[src/two_byte_float_codec_defines.svh]
// assertion macros for the two-byte float codec
// no dependencies; included by the top level only
`ifndef TWO_BYTE_FLOAT_CODEC_DEFINES_SVH
`define TWO_BYTE_FLOAT_CODEC_DEFINES_SVH

`ifndef SYNTHESIS
// same-cycle implication, checked out of reset
`define TBFC_ASSERT_IMPL(name, clk, rst_n, ante, cons) \
    name: assert property (@(posedge clk) disable iff (!rst_n) (ante) |-> cons) \
        else $error("tbfc assertion failed");
// next-cycle implication, checked out of reset
`define TBFC_ASSERT_NEXT(name, clk, rst_n, ante, cons) \
    name: assert property (@(posedge clk) disable iff (!rst_n) (ante) |=> cons) \
        else $error("tbfc assertion failed");
`else
`define TBFC_ASSERT_IMPL(name, clk, rst_n, ante, cons)
`define TBFC_ASSERT_NEXT(name, clk, rst_n, ante, cons)
`endif

`endif

[src/tbfc_pkg.sv]
// shared types and constants of the two-byte float codec
// no dependencies; used by every module of the codec
package tbfc_pkg;

    localparam int MAG_W   = 32;   // magnitude of the encode input
    localparam int EXP_W   = 5;    // exponent counter, holds up to 31
    localparam int LIM_W   = 12;   // rounded mantissa before packing
    localparam int MANT_W  = 11;   // mantissa field of the code
    localparam int EXPF_W  = 4;    // exponent field of the code
    localparam int CODE_W  = 16;
    localparam int VALUE_W = 27;
    localparam int NORM_STAGES = 5;

    localparam logic [LIM_W-1:0]  POS_LIMIT    = 12'd2047;
    localparam logic [LIM_W-1:0]  NEG_LIMIT    = 12'd2048;
    localparam logic [EXP_W-1:0]  MAX_EXP      = 5'd15;
    localparam logic [CODE_W-1:0] INVALID_CODE = 16'h7FFF;

    localparam logic OP_ENCODE = 1'b0;
    localparam logic OP_DECODE = 1'b1;

    // payload that travels down the normalize pipeline
    typedef struct packed {
        logic              op;
        logic              neg;
        logic [CODE_W-1:0] code;
        logic [MAG_W-1:0]  mag;
        logic              rnd;
        logic [EXP_W-1:0]  ex;
    } norm_t;

endpackage

[src/two_byte_float_codec.sv]
// Two-byte float codec: encode a 32-bit value in hundredths, or decode a code.
// Path: input register, five normalize steps (shift 16, 8, 4, 2, 1) and the
// output register; done rises when the beat reaches the output register and
// the beat is taken with it.
// Throughput: one beat per cycle, busy stays low after reset.
// Reset: rst_n clears all valid bits and holds busy high until the first edge.
`include "two_byte_float_codec_defines.svh"
module two_byte_float_codec (
    input  logic                                clk,
    input  logic                                rst_n,
    input  logic                                start,
    output logic                                busy,
    input  logic                                op,
    input  logic signed [tbfc_pkg::MAG_W-1:0]   value_in,
    input  logic [tbfc_pkg::CODE_W-1:0]         code_in,
    output logic                                done,
    output logic [tbfc_pkg::CODE_W-1:0]         code_out,
    output logic signed [tbfc_pkg::VALUE_W-1:0] value_out,
    output logic                                error
);
    import tbfc_pkg::*;

    logic             busy_reg;
    logic             accept;
    logic [MAG_W-1:0] vin_bits;
    logic             vin_neg;
    norm_t            in_next;
    norm_t            in_reg;
    logic             in_valid_reg;

    logic  stage_valid [0:NORM_STAGES];
    norm_t stage_data  [0:NORM_STAGES];

    // busy only right after reset
    always_ff @(posedge clk or negedge rst_n)
    begin
        if (!rst_n)
            busy_reg <= 1'b1;
        else
            busy_reg <= 1'b0;
    end

    assign busy   = busy_reg;
    assign accept = start && !busy_reg;

    // input stage: magnitude of the encode value
    assign vin_bits = value_in;
    assign vin_neg  = vin_bits[MAG_W-1];

    always_comb
    begin
        in_next.op   = op;
        in_next.neg  = vin_neg;
        in_next.code = code_in;
        in_next.mag  = vin_neg ? (~vin_bits + {{(MAG_W-1){1'b0}}, 1'b1}) : vin_bits;
        in_next.rnd  = 1'b0;
        in_next.ex   = {EXP_W{1'b0}};
    end

    always_ff @(posedge clk or negedge rst_n)
    begin
        if (!rst_n)
            in_valid_reg <= 1'b0;
        else
            in_valid_reg <= accept;
    end

    always_ff @(posedge clk)
    begin
        if (accept)
            in_reg <= in_next;
    end

    assign stage_valid[0] = in_valid_reg;
    assign stage_data[0]  = in_reg;

    // normalize pipeline, largest shift first
    genvar i;
    generate
        for (i = 0; i < NORM_STAGES; i++)
        begin : g_norm
            tbfc_norm_stage #(
                .STEP (1 << (NORM_STAGES - 1 - i))
            ) u_norm (
                .clk       (clk),
                .rst_n     (rst_n),
                .in_valid  (stage_valid[i]),
                .in_data   (stage_data[i]),
                .out_valid (stage_valid[i+1]),
                .out_data  (stage_data[i+1])
            );
        end
    endgenerate

    // pack and output register
    tbfc_pack u_pack (
        .clk       (clk),
        .rst_n     (rst_n),
        .in_valid  (stage_valid[NORM_STAGES]),
        .in_data   (stage_data[NORM_STAGES]),
        .done      (done),
        .code_out  (code_out),
        .value_out (value_out),
        .error     (error)
    );

    // checks
    `TBFC_ASSERT_IMPL(a_beat_out, clk, rst_n, accept, ##7 done)
    `TBFC_ASSERT_IMPL(a_no_spurious, clk, rst_n, done, $past(accept, 7))
    `TBFC_ASSERT_IMPL(a_one_zero, clk, rst_n, done, (code_out == 16'h0000 || value_out == 27'sd0))
    `TBFC_ASSERT_IMPL(a_err_form, clk, rst_n, done && error, (value_out == 27'sd0 && (code_out == INVALID_CODE || code_out == 16'h0000)))

endmodule

[src/tbfc_norm_stage.sv]
// one binary-search step of the encode normalization: tries a shift of STEP
// depends on tbfc_pkg
module tbfc_norm_stage #(
    parameter int STEP = 1
) (
    input  logic            clk,
    input  logic            rst_n,
    input  logic            in_valid,
    input  tbfc_pkg::norm_t in_data,
    output logic            out_valid,
    output tbfc_pkg::norm_t out_data
);
    import tbfc_pkg::*;

    logic [MAG_W-1:0] probe;
    logic             rbit;
    logic [MAG_W:0]   rounded;
    logic [MAG_W:0]   lim;
    logic             go;
    norm_t            data_next;
    norm_t            data_reg;
    logic             valid_reg;

    // round bit of the trial shift by STEP-1
    generate
        if (STEP > 1)
        begin : g_rbit_mag
            assign rbit = in_data.mag[STEP-2];
        end
        else
        begin : g_rbit_carry
            assign rbit = in_data.rnd;
        end
    endgenerate

    // rounded value after STEP-1 more shifts still above the limit?
    assign probe   = in_data.mag >> (STEP - 1);
    assign rounded = {1'b0, probe} + {{MAG_W{1'b0}}, rbit};
    assign lim     = in_data.neg ? {{(MAG_W+1-LIM_W){1'b0}}, NEG_LIMIT}
                                 : {{(MAG_W+1-LIM_W){1'b0}}, POS_LIMIT};
    assign go      = rounded > lim;

    // take the full shift when needed
    always_comb
    begin
        data_next = in_data;
        if (go)
        begin
            data_next.mag = in_data.mag >> STEP;
            data_next.rnd = in_data.mag[STEP-1];
            data_next.ex  = in_data.ex + EXP_W'(STEP);
        end
    end

    // valid bit
    always_ff @(posedge clk or negedge rst_n)
    begin
        if (!rst_n)
            valid_reg <= 1'b0;
        else
            valid_reg <= in_valid;
    end

    // payload
    always_ff @(posedge clk)
    begin
        if (in_valid)
            data_reg <= data_next;
    end

    assign out_valid = valid_reg;
    assign out_data  = data_reg;

endmodule

[src/tbfc_pack.sv]
// final stage: rounding, negation and packing for encode, shift for decode
// depends on tbfc_pkg
module tbfc_pack (
    input  logic                                clk,
    input  logic                                rst_n,
    input  logic                                in_valid,
    input  tbfc_pkg::norm_t                     in_data,
    output logic                                done,
    output logic [tbfc_pkg::CODE_W-1:0]         code_out,
    output logic signed [tbfc_pkg::VALUE_W-1:0] value_out,
    output logic                                error
);
    import tbfc_pkg::*;

    logic [LIM_W-1:0]   mant;
    logic [LIM_W-1:0]   neg_mant;
    logic [MANT_W-1:0]  field;
    logic               ovf;
    logic               invalid;
    logic [VALUE_W-1:0] dext;
    logic [VALUE_W-1:0] dval;

    logic [CODE_W-1:0]  code_next;
    logic [VALUE_W-1:0] value_next;
    logic               error_next;

    logic               done_reg;
    logic [CODE_W-1:0]  code_reg;
    logic [VALUE_W-1:0] value_reg;
    logic               error_reg;

    // encode: add the round bit, negatives store 2048 minus mantissa
    assign mant     = in_data.mag[LIM_W-1:0] + {{(LIM_W-1){1'b0}}, in_data.rnd};
    assign neg_mant = {LIM_W{1'b0}} - mant;
    assign field    = in_data.neg ? neg_mant[MANT_W-1:0] : mant[MANT_W-1:0];
    assign ovf      = in_data.ex > MAX_EXP;

    // decode: sign bit weighs -2048, then shift by the exponent
    assign invalid = in_data.code == INVALID_CODE;
    assign dext    = {{(VALUE_W-MANT_W-1){in_data.code[CODE_W-1]}},
                      in_data.code[CODE_W-1], in_data.code[MANT_W-1:0]};
    assign dval    = dext << in_data.code[CODE_W-2 -: EXPF_W];

    // select the result of the operation
    always_comb
    begin
        code_next  = {CODE_W{1'b0}};
        value_next = {VALUE_W{1'b0}};
        error_next = 1'b0;
        case (in_data.op)
            OP_ENCODE:
            begin
                error_next = ovf;
                code_next  = ovf ? INVALID_CODE
                                 : {in_data.neg, in_data.ex[EXPF_W-1:0], field};
            end
            OP_DECODE:
            begin
                error_next = invalid;
                value_next = invalid ? {VALUE_W{1'b0}} : dval;
            end
            default:
            begin
                error_next = 1'b0;
            end
        endcase
    end

    // result strobe
    always_ff @(posedge clk or negedge rst_n)
    begin
        if (!rst_n)
            done_reg <= 1'b0;
        else
            done_reg <= in_valid;
    end

    // result payload
    always_ff @(posedge clk)
    begin
        if (in_valid)
        begin
            code_reg  <= code_next;
            value_reg <= value_next;
            error_reg <= error_next;
        end
    end

    assign done      = done_reg;
    assign code_out  = code_reg;
    assign value_out = signed'(value_reg);
    assign error     = error_reg;

endmodule
[config.mk]
export PLATFORM = sky130hd
export DESIGN_NAME = two_byte_float_codec
export DESIGN_NICKNAME = d
export VERILOG_FILES = /design/src/tbfc_pkg.sv /design/src/two_byte_float_codec.sv /design/src/tbfc_norm_stage.sv /design/src/tbfc_pack.sv
export VERILOG_INCLUDE_DIRS = /design/src /design/src/src
export SDC_FILE = /design/constraint.sdc
export NUM_CORES = 1
export LEC_CHECK = 0
export BUFFER_PORTS_ARGS = -buffer_cell sky130_fd_sc_hd__buf_2
export CAP_MARGIN = 20
export CELL_PAD_IN_SITES_DETAIL_PLACEMENT = 1
export CELL_PAD_IN_SITES_GLOBAL_PLACEMENT = 1
export CORE_UTILIZATION = 25
export CTS_CLUSTER_DIAMETER = 30
export DETAILED_ROUTE_END_ITERATION = 10
export GPL_TIMING_DRIVEN = 0
export PLACE_DENSITY = 0.46
export SLEW_MARGIN = 10
export SYNTH_ARGS = -nofsm -noshare
export SYNTH_HDL_FRONTEND = slang
export SYNTH_HIERARCHICAL = 1
export SYNTH_SLANG_ARGS = --single-unit
[constraint.sdc]
create_clock -name clk -period 3.7 [get_ports clk]
set_clock_uncertainty 0.2 [all_clocks]
set_input_delay 0.74 -clock clk [delete_from_list [all_inputs] [get_ports clk]]
set_output_delay 0.74 -clock clk [all_outputs]
set_load 0.03 [all_outputs]
# ---- Yosys cells after proc, flatten, opt, wreduce, memory -nomap -nowiden
# Index checks and enable logic that the tools add are counted.
dict set report classes {
  n_bitwise 2
  n_addsub 12
  reduce_logical 4
  eq_ne 1
  shifts 1
  mux 14
  n_lt_le_gt_ge 6
}
# operator count
set op_table {}
lappend op_table {{greater-than comparator 33 bit} 5}
lappend op_table {{two-way mux 12 bit} 5}
lappend op_table {{two-way mux 36 bit} 1}
lappend op_table {{two-way mux 34 bit} 1}
lappend op_table {{adder 32 x 1 -> 33 bit} 1}
lappend op_table {{adder 31 x 1 -> 32 bit} 1}
lappend op_table {{adder 32 x 1 -> 32 bit, second input constant} 1}
lappend op_table {{inverter 32 bit} 1}
lappend op_table {{two-way mux 31 bit} 1}
lappend op_table {{adder 29 x 1 -> 30 bit} 1}
lappend op_table {{two-way mux 30 bit} 1}
lappend op_table {{left shift 27 x 4 -> 27 bit} 1}
lappend op_table {{adder 25 x 1 -> 26 bit} 1}
lappend op_table {{two-way mux 22 bit} 1}
lappend op_table {{adder 17 x 1 -> 18 bit} 1}
lappend op_table {{two-way mux 17 bit} 1}
lappend op_table {{equality test 16 x 15 -> 1 bit, second input constant} 1}
lappend op_table {{two-way mux 15 bit} 1}
lappend op_table {{adder 11 x 1 -> 11 bit} 1}
lappend op_table {{two-way mux 11 bit} 1}
lappend op_table {{subtractor 1 x 11 -> 11 bit, first input constant} 1}
lappend op_table {{adder 5 x 1 -> 5 bit, second input constant} 1}
lappend op_table {{adder 5 x 2 -> 5 bit, second input constant} 1}
lappend op_table {{adder 5 x 3 -> 5 bit, second input constant} 1}
lappend op_table {{7 further kinds} 8}
dict set report word_totals {
  in_bits 52
  regBits 357
  output_inout_bits 46
  word_cells 92
}

# ---- Logic depth before layout (Yosys ltp)
# Gate-level depths: netlist (run 1).
dict set report logic_depth {
  ltp_word 4
  ltp_mapped 16
  depth_no_buf 14
}

# ---- Cells and area by module
# The synthesis (run 1) kept the hierarchy.
# module area_each_um2 cells_each seq_area_each_um2 instances
set by_module_without_submodules {}
lappend by_module_without_submodules {{tbfc_norm_stage (g_norm[4].u_norm)} 3164.3 255 1706.6 1}
lappend by_module_without_submodules {{tbfc_norm_stage (g_norm[2].u_norm)} 3055.4 225 1706.6 1}
lappend by_module_without_submodules {{tbfc_norm_stage (g_norm[3].u_norm)} 3022.9 239 1706.6 1}
lappend by_module_without_submodules {{tbfc_norm_stage (g_norm[1].u_norm)} 2862.7 201 1706.6 1}
lappend by_module_without_submodules {tbfc_pack 2795.2 268 1346.3 1}
lappend by_module_without_submodules {{tbfc_norm_stage (g_norm[0].u_norm)} 2502.4 159 1706.6 1}
lappend by_module_without_submodules {two_byte_float_codec 2297.2 156 1552.7 1}

# ---- Least setup slack after synthesis (run 1)
# OpenSTA, ideal clock, no wires.
dict set report synth_timing {
  kind {register to register}
  from {reg g_norm[0].u_norm.data_reg, in the netlist g_norm[0].u_norm/out_data[13]}
  to {reg g_norm[1].u_norm.data_reg, in the netlist g_norm[1].u_norm/out_data[10] (data pin)}
  path_stages_with_launch 16
  t_required_ps 3240
  setup_time_ps 260
  path_slack_ps 46
  t_arrival_ps 3194
  cell_sequence {edfxtp_1 -> ha_1 -> ha_1 -> nand4_1 -> or2_1 -> nor2_1 -> xor2_1 -> ha_1 -> nand4_1 -> or4_1 -> o21ai_0 -> and3_1 -> nand4_4 -> nor2_4 -> buf_12 -> mux2_4}
}
# element line
set synth_lines {}
lappend synth_lines {{start: declaration} tbfc_norm_stage.sv:21} ;# norm_t data_reg;
lappend synth_lines {{start signal: assignment} tbfc_norm_stage.sv:68} ;# data_reg <= data_next;
lappend synth_lines {{end signal: assignment} tbfc_norm_stage.sv:68}
lappend synth_lines {{end: declaration} tbfc_norm_stage.sv:21}

==> summary.md, run 1 <==
| Metric | Value |
|---|---|
| DP HPWL | `34.8 mm` |
| DR iter-0 viols | `435` |
| Drt wl/cell | `17.3 um` |
| Max-cap violations | `0` |
| Clock Tree Buf Depth | `3` |
| Synth Warn # | `6` |
| Antenna diodes | `0` |
| Critical path fanouts, max | `5` |
| WP data arrival | `4.16 ns` |
| Vias in the first global route | `13595` |
| Critical Path Source Type | `register` |
| Post-route cell area | `0.0251 mm2` |
| WP data required | `3.85 ns` |
| Worst-Skew Late Latency | `0.62 ns` |
| Post-Route WL | `48.3 mm` |
| TritonCTS Buffers | `84` |
| Placed Area | `0.0209 mm2` |
| Failing checks | `setup timing` |
| Layout Area Growth over Synthesis | `32.2%` |
| Fin Setup TNS | `-4.93 ns` |
| Most frequent cells in the layout | `353 x edfxtp_1, 113 x buf_2, 85 x clkbuf_16` |
| Pin count of the biggest net entering global routing | `58` |
| # IOs | `98` |
| Syn Area/Cell | `13.0 um2` |
| PwrDens | `518 mW/mm2` |
| CTS Root Buffer Type | `clkbuf_16` |
| Core footprint | `0.0748 mm2` |
| Hold/Removal Path Class | `primary input to register` |
| TritonRoute pass-1 iters | `4` |
| Slew @ Worst Pin | `0.806 ns` |
| H-Tree Level Count | `3` |
| Die X | `278 um` |
| Total gr overflow | `0` |
| CP Buf/Inv Count | `2` |
| PortBufs | `97` |
| First-pass GRT wire length | `76.5 mm` |
| Initial Utilization | `25.4%` |
| CTS tree | `built` |
| Cells after synthesis | `1461` |
| Peak Freq | `0.250 GHz` |
| Die footprint | `0.0770 mm2` |
| Slew Limit Fails | `0` |
| Initial antenna violation count | `1` |
| Max reg flops | `259` |
| Status | `finished with violations` |
| Synthesized cell area | `0.0190 mm2` |
| Crit end category | `register` |
| Worst-path cell with the longest stage delay | `or4_4` |
| Post-layout min period | `4.00 ns` |
| Detail Route Antenna Nets | `0` |
| Fin crit share | `108%` |
| Clk slew on worst S/H paths | `0.05 ns` |
| RSZ-0062 raised after global routing | `true` |
| Leakage power | `9.22 nW` |
| Worst setup path class | `register to register` |
| Commonest non-fill, non-tap cell in the layout | `edfxtp_1` |
| Final setup viols | `29` |
| Rows | `100` |
| Slew margin rel. | `46.3%` |
| Final Hold Viols | `0` |
| Vias per cell | `4.60` |
| Global placement routability congestion | `0.818` |
| Max incr delay on CP | `0.54 ns` |
| CTS Sinks | `361` |
| Worst path cell trace | `ha_4 -> ha_4 -> nand4_1 -> or2_1 -> nor2_2 -> xor2_1 -> ha_1 -> nand4_1 -> or4_4 -> o21ai_4 -> and3_4 -> nand4_4 -> nor2_4 -> buf_6 -> buf_12 -> mux2_4` |
| DRC errors left | `0` |
| Layout cells sized above 1 | `30.0%` |
| GRT Total Usage | `12.5%` |
| Nets | `1890` |
| Worst setup margin | `-0.305 ns` |
| CP top delay family | `simple AND/OR/NAND/NOR gates` |
| Place WS | `-0.886 ns` |
| Vias post-DR | `12847` |
| Max VDD drop | `0.319 mV` |
| Die H | `278 um` |
==> timing repair <==
item / 4_1_cts / 5_1_grt
buffers inserted: 53 / 35
hold buffers: 1 / 0
gates resized for setup: 67 / 67
gates cloned: 1 / 1
pin swaps: 24 / 38
setup endpoints to repair: 94 / 89
hold endpoints to repair: 8 / 0
==> worst paths after layout <==
kind                                                           endpoint  cells after the start                               startpoint  slack, ns
worst max-delay path            g_norm[1].u_norm/out_data[17]$_DFFE_PP_                     16  g_norm[0].u_norm/out_data[12]$_DFFE_PP_      -0.30
worst min-delay path                               in_reg[50]$_DFFE_PP_                      1                              code_in[12]       0.10
worst max register to register  g_norm[1].u_norm/out_data[17]$_DFFE_PP_                     16  g_norm[0].u_norm/out_data[12]$_DFFE_PP_      -0.30
worst min register to register  g_norm[4].u_norm/out_data[38]$_DFFE_PP_                      0  g_norm[3].u_norm/out_data[38]$_DFFE_PP_       0.21
max in group asynchronous                                busy$_DFF_PN1_                      2                                    rst_n       2.68
min in group asynchronous          g_norm[0].u_norm/out_valid$_DFF_PN0_                      2                                    rst_n       0.36
==> per-layer routing <==
layer  up-vias  global-route usage (%)  wire length, um
met2       246                    21.6            24100
li1       6246                       -                -
met5         -                       0                0
met4         0                    5.71             1560
met1      6250                    15.0            20900
met3       105                    2.31             1790
==> stage by stage <==
| stage | utilization [%] | total power [mW] | cells | hold WS (ns) |
|---|---|---|---|---|
| 3_5_place_dp | 27.9 | 5.63 | 2552 | 0.206 |
| 4_1_cts | 32.8 | 13.2 | 2759 | 0.0578 |
| 6_report | 33.5 | 13.0 | 2795 | 0.103 |
| 2_1_floorplan | - | 5.34 | 1481 | 0.200 |
| 5_1_grt | 33.5 | 13.5 | 2795 | 0.0780 |
| 3_3_place_gp | 27.7 | 5.61 | 2547 | 0.200 |
==> final cells by class <==
type,instances,area [um2]
clock buffer,95,2180
tap,969,1210
fill,7956,49700
inverter,37,139
sequential,361,10800
timing repair buffer,193,1350
multi-input combinational,1006,8260
clock inverter,59,718
buffer,75,420
==> where the power goes <==
| part | leakage [nW] | internal [mW] | switching [mW] |
|---|---|---|---|
| combinational | 4.39 | 0.320 | 0.420 |
| clock | 1.41 | 5.01 | 2.35 |
| sequential | 3.42 | 4.71 | 0.177 |
Power figures use the tool's default switching activity.
==> inputs of run 2 (changes only) <==
CORE_UTILIZATION = 47   (was 25)
PLACE_DENSITY = 0.76   (was 0.46)
==> run 2 against run 1 <==
The flow still finishes with violations (setup timing). Global-route usage increased by 12 points. Hold slack gained 0.0051 ns. Total power down 3.6%. First-iteration DRC count up 120%. Clock-buffer cell count shrank 11. Critical path type unchanged. Critical endpoint is now g_norm[1].u_norm/out_data[20]$_DFFE_PP_.
==> summary.md, run 2 (synthesized netlist as in run 1, its figures left out) <==
| Metric | Value |
|---|---|
| CP top delay family | `compound AO/OA/AOI/OAI gates` |
| Commonest non-fill, non-tap cell in the layout | `edfxtp_1` |
| Max reg flops | `259 (unchanged)` |
| CTS Sinks | `361 (unchanged)` |
| WP data required | `3.83 ns (-0.02 ns)` |
| Global placement routability congestion | `0.880 (+7.6%)` |
| H-Tree Level Count | `3 (unchanged)` |
| Slew margin rel. | `34.3% (-12 points)` |
| P_sw | `3.07 mW (+4.1%)` |
| TritonCTS Buffers | `75 (-11%)` |
| Critical path fanouts, max | `7 (+2)` |
| Worst-Skew Late Latency | `0.61 ns (about the same)` |
| Clk slew on worst S/H paths | `0.05 ns (about the same)` |
| Total gr overflow | `0 (unchanged)` |
| Post-Route WL | `55.9 mm (+16%)` |
| Layout Area Growth over Synthesis | `28.2%` |
| PwrDens | `515 mW/mm2 (-0.56%)` |
| WHS | `0.109 ns (+0.00508 ns)` |
| Die X | `203 um (-27%)` |
| Fin crit share | `112% (+3.9 points)` |
| Comb power frac | `6.5% (+0.8 points)` |
| Worst-path cell with the longest stage delay | `a2111oi_0` |
| Max VDD drop | `0.343 mV (+7.4%)` |
| Most frequent cells in the layout | `353 x edfxtp_1, 111 x buf_2, 82 x xnor2_1` |
| Place WS | `-0.678 ns (+0.208 ns)` |
| Layout cells sized above 1 | `29.6% (-0.39 points)` |
| Reg2Reg Setup Slack | `-0.45 ns (-0.15 ns)` |
| Worst setup margin | `-0.450 ns (-0.145 ns)` |
| WP data arrival | `4.28 ns (+0.12 ns)` |
| Final setup viols | `82 (+180%)` |
| Status | `finished with violations` |
| Vias post-DR | `13844 (+7.8%)` |
| Max incr delay on CP | `0.51 ns (-0.03 ns)` |
| Max-cap violations | `0 (unchanged)` |
| Slew @ Worst Pin | `0.973 ns (+0.167 ns)` |
| GRT Total Usage | `24.8% (+12 points)` |
| Rows | `73 (-27%)` |
| Vias in the first global route | `14359 (+5.6%)` |
| Initial Utilization | `47.7% (+22 points)` |
| Power consumption | `12.5 mW (-3.6%)` |
| Worst R2R Start | `g_norm[0].u_norm/out_data[12]$_DFFE_PP_` |
| Leakage power | `9.10 nW (-1.3%)` |
| Slew Limit Fails | `0 (unchanged)` |
| CTS Root Buffer Type | `clkbuf_16` |
| DP HPWL | `31.8 mm (-8.9%)` |
| CP Buf/Inv Count | `3 (+1)` |
| Detail Route Antenna Nets | `0 (unchanged)` |
| R2R Path End | `g_norm[1].u_norm/out_data[20]$_DFFE_PP_` |
| R2R cell count | `16 (unchanged)` |
| Pin count of the biggest net entering global routing | `44 (-24%)` |
| Sequential group share of total power | `38.9% (+1.3 points)` |
| Core footprint | `0.0398 mm2 (-47%)` |
| Placed Area | `0.0203 mm2 (-2.6%)` |
| Worst path cell trace | `ha_4 -> ha_4 -> nand4_1 -> or2_1 -> nor2_2 -> xor2_1 -> ha_1 -> nand4_1 -> a2111oi_0 -> a2111oi_1 -> o22ai_2 -> nor2_4 -> buf_4 -> buf_6 -> buf_4 -> a21o_1` |
| Nets | `1887 (-0.16%)` |
| DR iter-0 viols | `974 (+120%)` |
| DRC errors left | `0 (unchanged)` |
| Post-route cell area | `0.0243 mm2 (-3.0%)` |
| RSZ-0062 raised after global routing | `true` |
| # IOs | `98 (unchanged)` |
| Failing checks | `setup timing` |
| Hold wc startpoint | `code_in[13]` |
| Switching part of the total | `24.5% (+1.8 points)` |
| Clock Tree Buf Depth | `3 (unchanged)` |
| Worst setup path class | `register to register` |
| TritonRoute pass-1 iters | `5 (+1)` |
| Die H | `203 um (-27%)` |
| CTS tree | `built` |
| Peak Freq | `0.241 GHz (-3.5%)` |
| Post-layout min period | `4.15 ns (+0.145 ns)` |
| Internal | `9.46 mW (-5.8%)` |
| Hold EP | `in_reg[51]$_DFFE_PP_` |
| Critical Path Source Type | `register` |
| Clk network pwr share | `54.6% (-2.1 points)` |
| Hold/Removal Path Class | `primary input to register` |
| PortBufs | `97 (unchanged)` |
| First-pass GRT wire length | `79.4 mm (+3.7%)` |
| Crit end category | `register` |
| Fin Setup TNS | `-19.09 ns (-14.16 ns)` |
| Final Hold Viols | `0 (unchanged)` |
| Drt wl/cell | `23.9 um (+38%)` |
| Vias per cell | `5.91 (+29%)` |
| Initial antenna violation count | `1 (unchanged)` |
| WHS Path Cells | `1 (unchanged)` |
| Die footprint | `0.0412 mm2 (-47%)` |
| Critical path launch point | `g_norm[0].u_norm/out_data[12]$_DFFE_PP_` |
run 2: repair_timing:
| item | CTS | global route |
|---|---|---|
| setup buffers | 50 | 49 |
| hold buffers | 1 | 0 |
| endpoints found under the hold margin | 7 | 0 |
| endpoints found under the setup margin | 84 | 97 |
| cloned | 2 | 0 |
| resized for setup | 64 | 86 |
| pin swaps | 33 | 52 |
run 2: worst max-delay path by stage:
| stage | end | slack, ns | depth (start not counted) |
|---|---|---|---|
| 4_1_cts | g_norm[1].u_norm/out_data[5]$_DFFE_PP_ | -0.29 | 16 |
| 3_3_place_gp | in_reg[15]$_DFFE_PP_ | -0.90 | 2 |
| 2_1_floorplan | g_norm[1].u_norm/out_data[10]$_DFFE_PP_ | 0.05 | 15 |
| 3_5_place_dp | g_norm[4].u_norm/out_data[13]$_DFFE_PP_ | -0.68 | 14 |
| 5_1_grt | g_norm[1].u_norm/out_data[12]$_DFFE_PP_ | -0.48 | 15 |
| 6_report | g_norm[1].u_norm/out_data[20]$_DFFE_PP_ | -0.45 | 16 |
run 2: layer usage:
metal | global-route usage, % | wire length [um]
met1 | 27.1 | 20700
met2 | 46.3 | 30100
met3 | 4.22 | 2390
met4 | 11.6 | 2600
met5 | 0 | 0
run 2: power by group through the flow:
stage	Combinational, mW	Clock, mW	Sequential [mW]
4_1_cts	0.731	6.82	4.86
3_3_place_gp	0.587	0	4.96
2_1_floorplan	0.393	0	4.95
5_1_grt	0.875	7.09	4.89
3_5_place_dp	0.677	0	4.93
6_report	0.814	6.84	4.88
run 2: worst register-to-register path, cell delays in order (launching register included):
cell and delay (ns):
edfxtp_1 0.41, ha_4 0.19, ha_4 0.14, nand4_1 0.16
or2_1 0.30, nor2_2 0.10, xor2_1 0.10, ha_1 0.35
nand4_1 0.20, a2111oi_0 0.51, a2111oi_1 0.16, o22ai_2 0.34
nor2_4 0.09, buf_4 0.15, buf_6 0.12, buf_4 0.16
a21o_1 0.21
run 2: layout make-up:
class                      instances  area (um2)
clock buffer                      84        1910
clock inverter                    54         647
buffer                            74         410
inverter                          37         139
timing repair buffer             200        1450
multi-input combinational       1006        8310
antenna                            1        2.50
sequential                       361       10800
tap                              525         657
fill                            3930       15500
run 2: through the flow:
stage          std cells  util (%)
2_1_floorplan       1481         -
3_3_place_gp        2103      50.7
3_5_place_dp        2109      51.1
4_1_cts             2298      59.4
5_1_grt             2342      61.1
6_report            2342      61.1
==> inputs of run 3 (changes only) <==
SKIP_CTS_REPAIR_TIMING = 1   (was not set)
==> run 3 against run 2 <==
The flow still finishes with violations (setup timing). Register-to-register slack better by 0.05 ns. Core utilization decreased by 0.44 points. Maximum frequency increased by 1.2%. Non-clock buffer count down 25. Sequential power is essentially flat. Total power down 0.30%. Clock power hardly changed. Flip-flop and latch count stayed put. Die area unchanged. Critical path depth is 3 lower. Clock-buffer cell count is the same. Final cell count down 1.0%.
==> summary.md, run 3 (synthesized netlist as in run 1, its figures left out) <==
| Metric | Value |
|---|---|
| GRT Total Usage | `22.4% (-2.4 points)` |
| CP most frequent cell | `nand4_1` |
| Placed Area | `0.0203 mm2 (unchanged)` |
| CP Buf/Inv Count | `1 (-2)` |
| CTS tree | `built` |
| Post-layout min period | `4.10 ns (-0.0511 ns)` |
| WP data arrival | `4.26 ns (-0.02 ns)` |
| TritonRoute pass-1 iters | `5 (unchanged)` |
| Switching part of the total | `24.4% (-0.11 points)` |
| Clock Tree Buf Depth | `3 (unchanged)` |
| # IOs | `98 (unchanged)` |
| Status | `finished with violations` |
| CTS Root Buffer Type | `clkbuf_16` |
| Max-cap violations | `0 (unchanged)` |
| Vias per cell | `5.87 (-0.72%)` |
| Fin crit share | `111% (-1.4 points)` |
| Final Hold Viols | `0 (unchanged)` |
| Worst path cell trace | `nand4_1 -> nor2_1 -> nand2_1 -> xnor2_1 -> ha_1 -> nand4_1 -> or4_4 -> o21ai_2 -> and3_4 -> nand4_4 -> nor2_4 -> clkbuf_16 -> mux2_4` |
| Failing checks | `setup timing` |
| Sequential group share of total power | `39.0% (about the same)` |
| First-pass GRT wire length | `72.5 mm (-8.6%)` |
| PwrDens | `517 mW/mm2 (+0.43%)` |
| Initial Utilization | `47.7% (unchanged)` |
| Core footprint | `0.0398 mm2 (unchanged)` |
| Hold/Removal Path Class | `primary input to register` |
| Pin count of the biggest net entering global routing | `44 (unchanged)` |
| Die footprint | `0.0412 mm2 (unchanged)` |
| Clk network pwr share | `54.6% (about the same)` |
| Peak Freq | `0.244 GHz (+1.2%)` |
| WP data required | `3.86 ns (+0.03 ns)` |
| Internal | `9.44 mW (-0.15%)` |
| Global placement routability congestion | `0.880 (unchanged)` |
| Total gr overflow | `0 (unchanged)` |
| Crit end category | `register` |
| Post-Route WL | `54.0 mm (-3.4%)` |
| Max reg flops | `259 (unchanged)` |
| Vias in the first global route | `13744 (-4.3%)` |
| Comb power frac | `6.4% (about the same)` |
| DRC errors left | `0 (unchanged)` |
| Fill cells | `3928 (-0.051%)` |
| Multi-input gate area | `0.00832 mm2 (about the same)` |
| Leakage power | `8.98 nW (-1.4%)` |
| Post-route cell area | `0.0242 mm2 (-0.72%)` |
| DP HPWL | `31.8 mm (unchanged)` |
| Worst-Skew Late Latency | `0.63 ns (+0.02 ns)` |
| Vias post-DR | `13603 (-1.7%)` |
| WHS | `0.108 ns (-0.000673 ns)` |
| DR iter-0 viols | `758 (-22%)` |
| Slew margin rel. | `48.3% (+14 points)` |
| CP top delay family | `simple AND/OR/NAND/NOR gates` |
| Critical path fanouts, max | `7 (unchanged)` |
| P_sw | `3.05 mW (-0.75%)` |
| PortBufs | `97 (unchanged)` |
| TritonCTS Buffers | `75 (unchanged)` |
| Slew Limit Fails | `0 (unchanged)` |
| Critical Path Source Type | `register` |
| Layout Area Growth over Synthesis | `27.3%` |
| Layout cells sized above 1 | `28.6% (-0.93 points)` |
| H-Tree Level Count | `3 (unchanged)` |
| Worst setup margin | `-0.399 ns (+0.0511 ns)` |
| Clk slew on worst S/H paths | `0.05 ns (about the same)` |
| Die H | `203 um (unchanged)` |
| Worst-path cell with the longest stage delay | `edfxtp_1` |
| Max incr delay on CP | `0.53 ns (+0.02 ns)` |
| Slew @ Worst Pin | `0.775 ns (-0.198 ns)` |
| Reg area | `0.0108 mm2 (unchanged)` |
| Most frequent cells in the layout | `353 x edfxtp_1, 112 x buf_2, 81 x xnor2_1` |
| CTS Sinks | `361 (unchanged)` |
| Drt wl/cell | `23.3 um (-2.4%)` |
| RSZ-0062 raised after global routing | `true` |
| Rows | `73 (unchanged)` |
| Commonest non-fill, non-tap cell in the layout | `edfxtp_1` |
| Final setup viols | `78 (-4.9%)` |
| Die X | `203 um (unchanged)` |
| Worst setup path class | `register to register` |
| Detail Route Antenna Nets | `0 (unchanged)` |
| Nets | `1862 (-1.3%)` |
| Initial antenna violation count | `2 (+1)` |
| Max VDD drop | `0.362 mV (+5.5%)` |
run 3: metal layers:
metal	track usage (%)	vias up	wire length, um
met1	24.4	6843	20200
met4	11.3	0	2620
met2	41.6	416	29100
met3	3.66	155	2110
met5	0	-	0
li1	-	6189	-
run 3: layout make-up:
class                   instances  area share (%)
flip-flops and latches        361            44.7
multi-input cells            1006            34.4
clock buffers                  84            7.91
repair buffers                173            5.13
well taps                     525            2.72
clock inverters                54            2.68
plain buffers                  76            1.81
inverters                      37           0.575
diodes                          2          0.0207
run 3: worst paths after layout:
check,start,to,slack (ns),cells after the start
max reg2reg,g_norm[0].u_norm/out_data[16]$_DFFE_PP_,g_norm[1].u_norm/out_data[9]$_DFFE_PP_,-0.40,13
max in group asynchronous,rst_n,busy$_DFF_PN1_,2.67,2
min in group asynchronous,rst_n,g_norm[1].u_norm/out_valid$_DFF_PN0_,0.36,2
min reg2reg,g_norm[3].u_norm/out_data[41]$_DFFE_PP_,g_norm[4].u_norm/out_data[41]$_DFFE_PP_,0.21,0
max,g_norm[0].u_norm/out_data[16]$_DFFE_PP_,g_norm[1].u_norm/out_data[9]$_DFFE_PP_,-0.40,13
min,code_in[2],in_reg[40]$_DFFE_PP_,0.11,1
run 3: stage by stage:
step                      utilization [%]  TNS, ns  worst slack (ns)  std cells  total power, mW
after floorplan                         -        0            0.0460       1481             5.34
after global placement               50.7   -72.41            -0.896       2103             5.55
after detailed placement             51.1   -36.58            -0.678       2109             5.61
after CTS                            57.5   -44.62            -0.780       2247             12.4
after global routing                 60.7   -25.37            -0.526       2318             12.8
final                                60.7   -16.29            -0.399       2318             12.5
run 3: power groups by stage:
stage / sequential (mW) / clock (mW) / combinational [mW]
global route: 4.89 / 7.07 / 0.856
detailed placement: 4.93 / 0 / 0.677
finish: 4.87 / 6.82 / 0.795
floorplan: 4.95 / 0 / 0.393
CTS: 4.86 / 6.82 / 0.695
global placement: 4.96 / 0 / 0.587
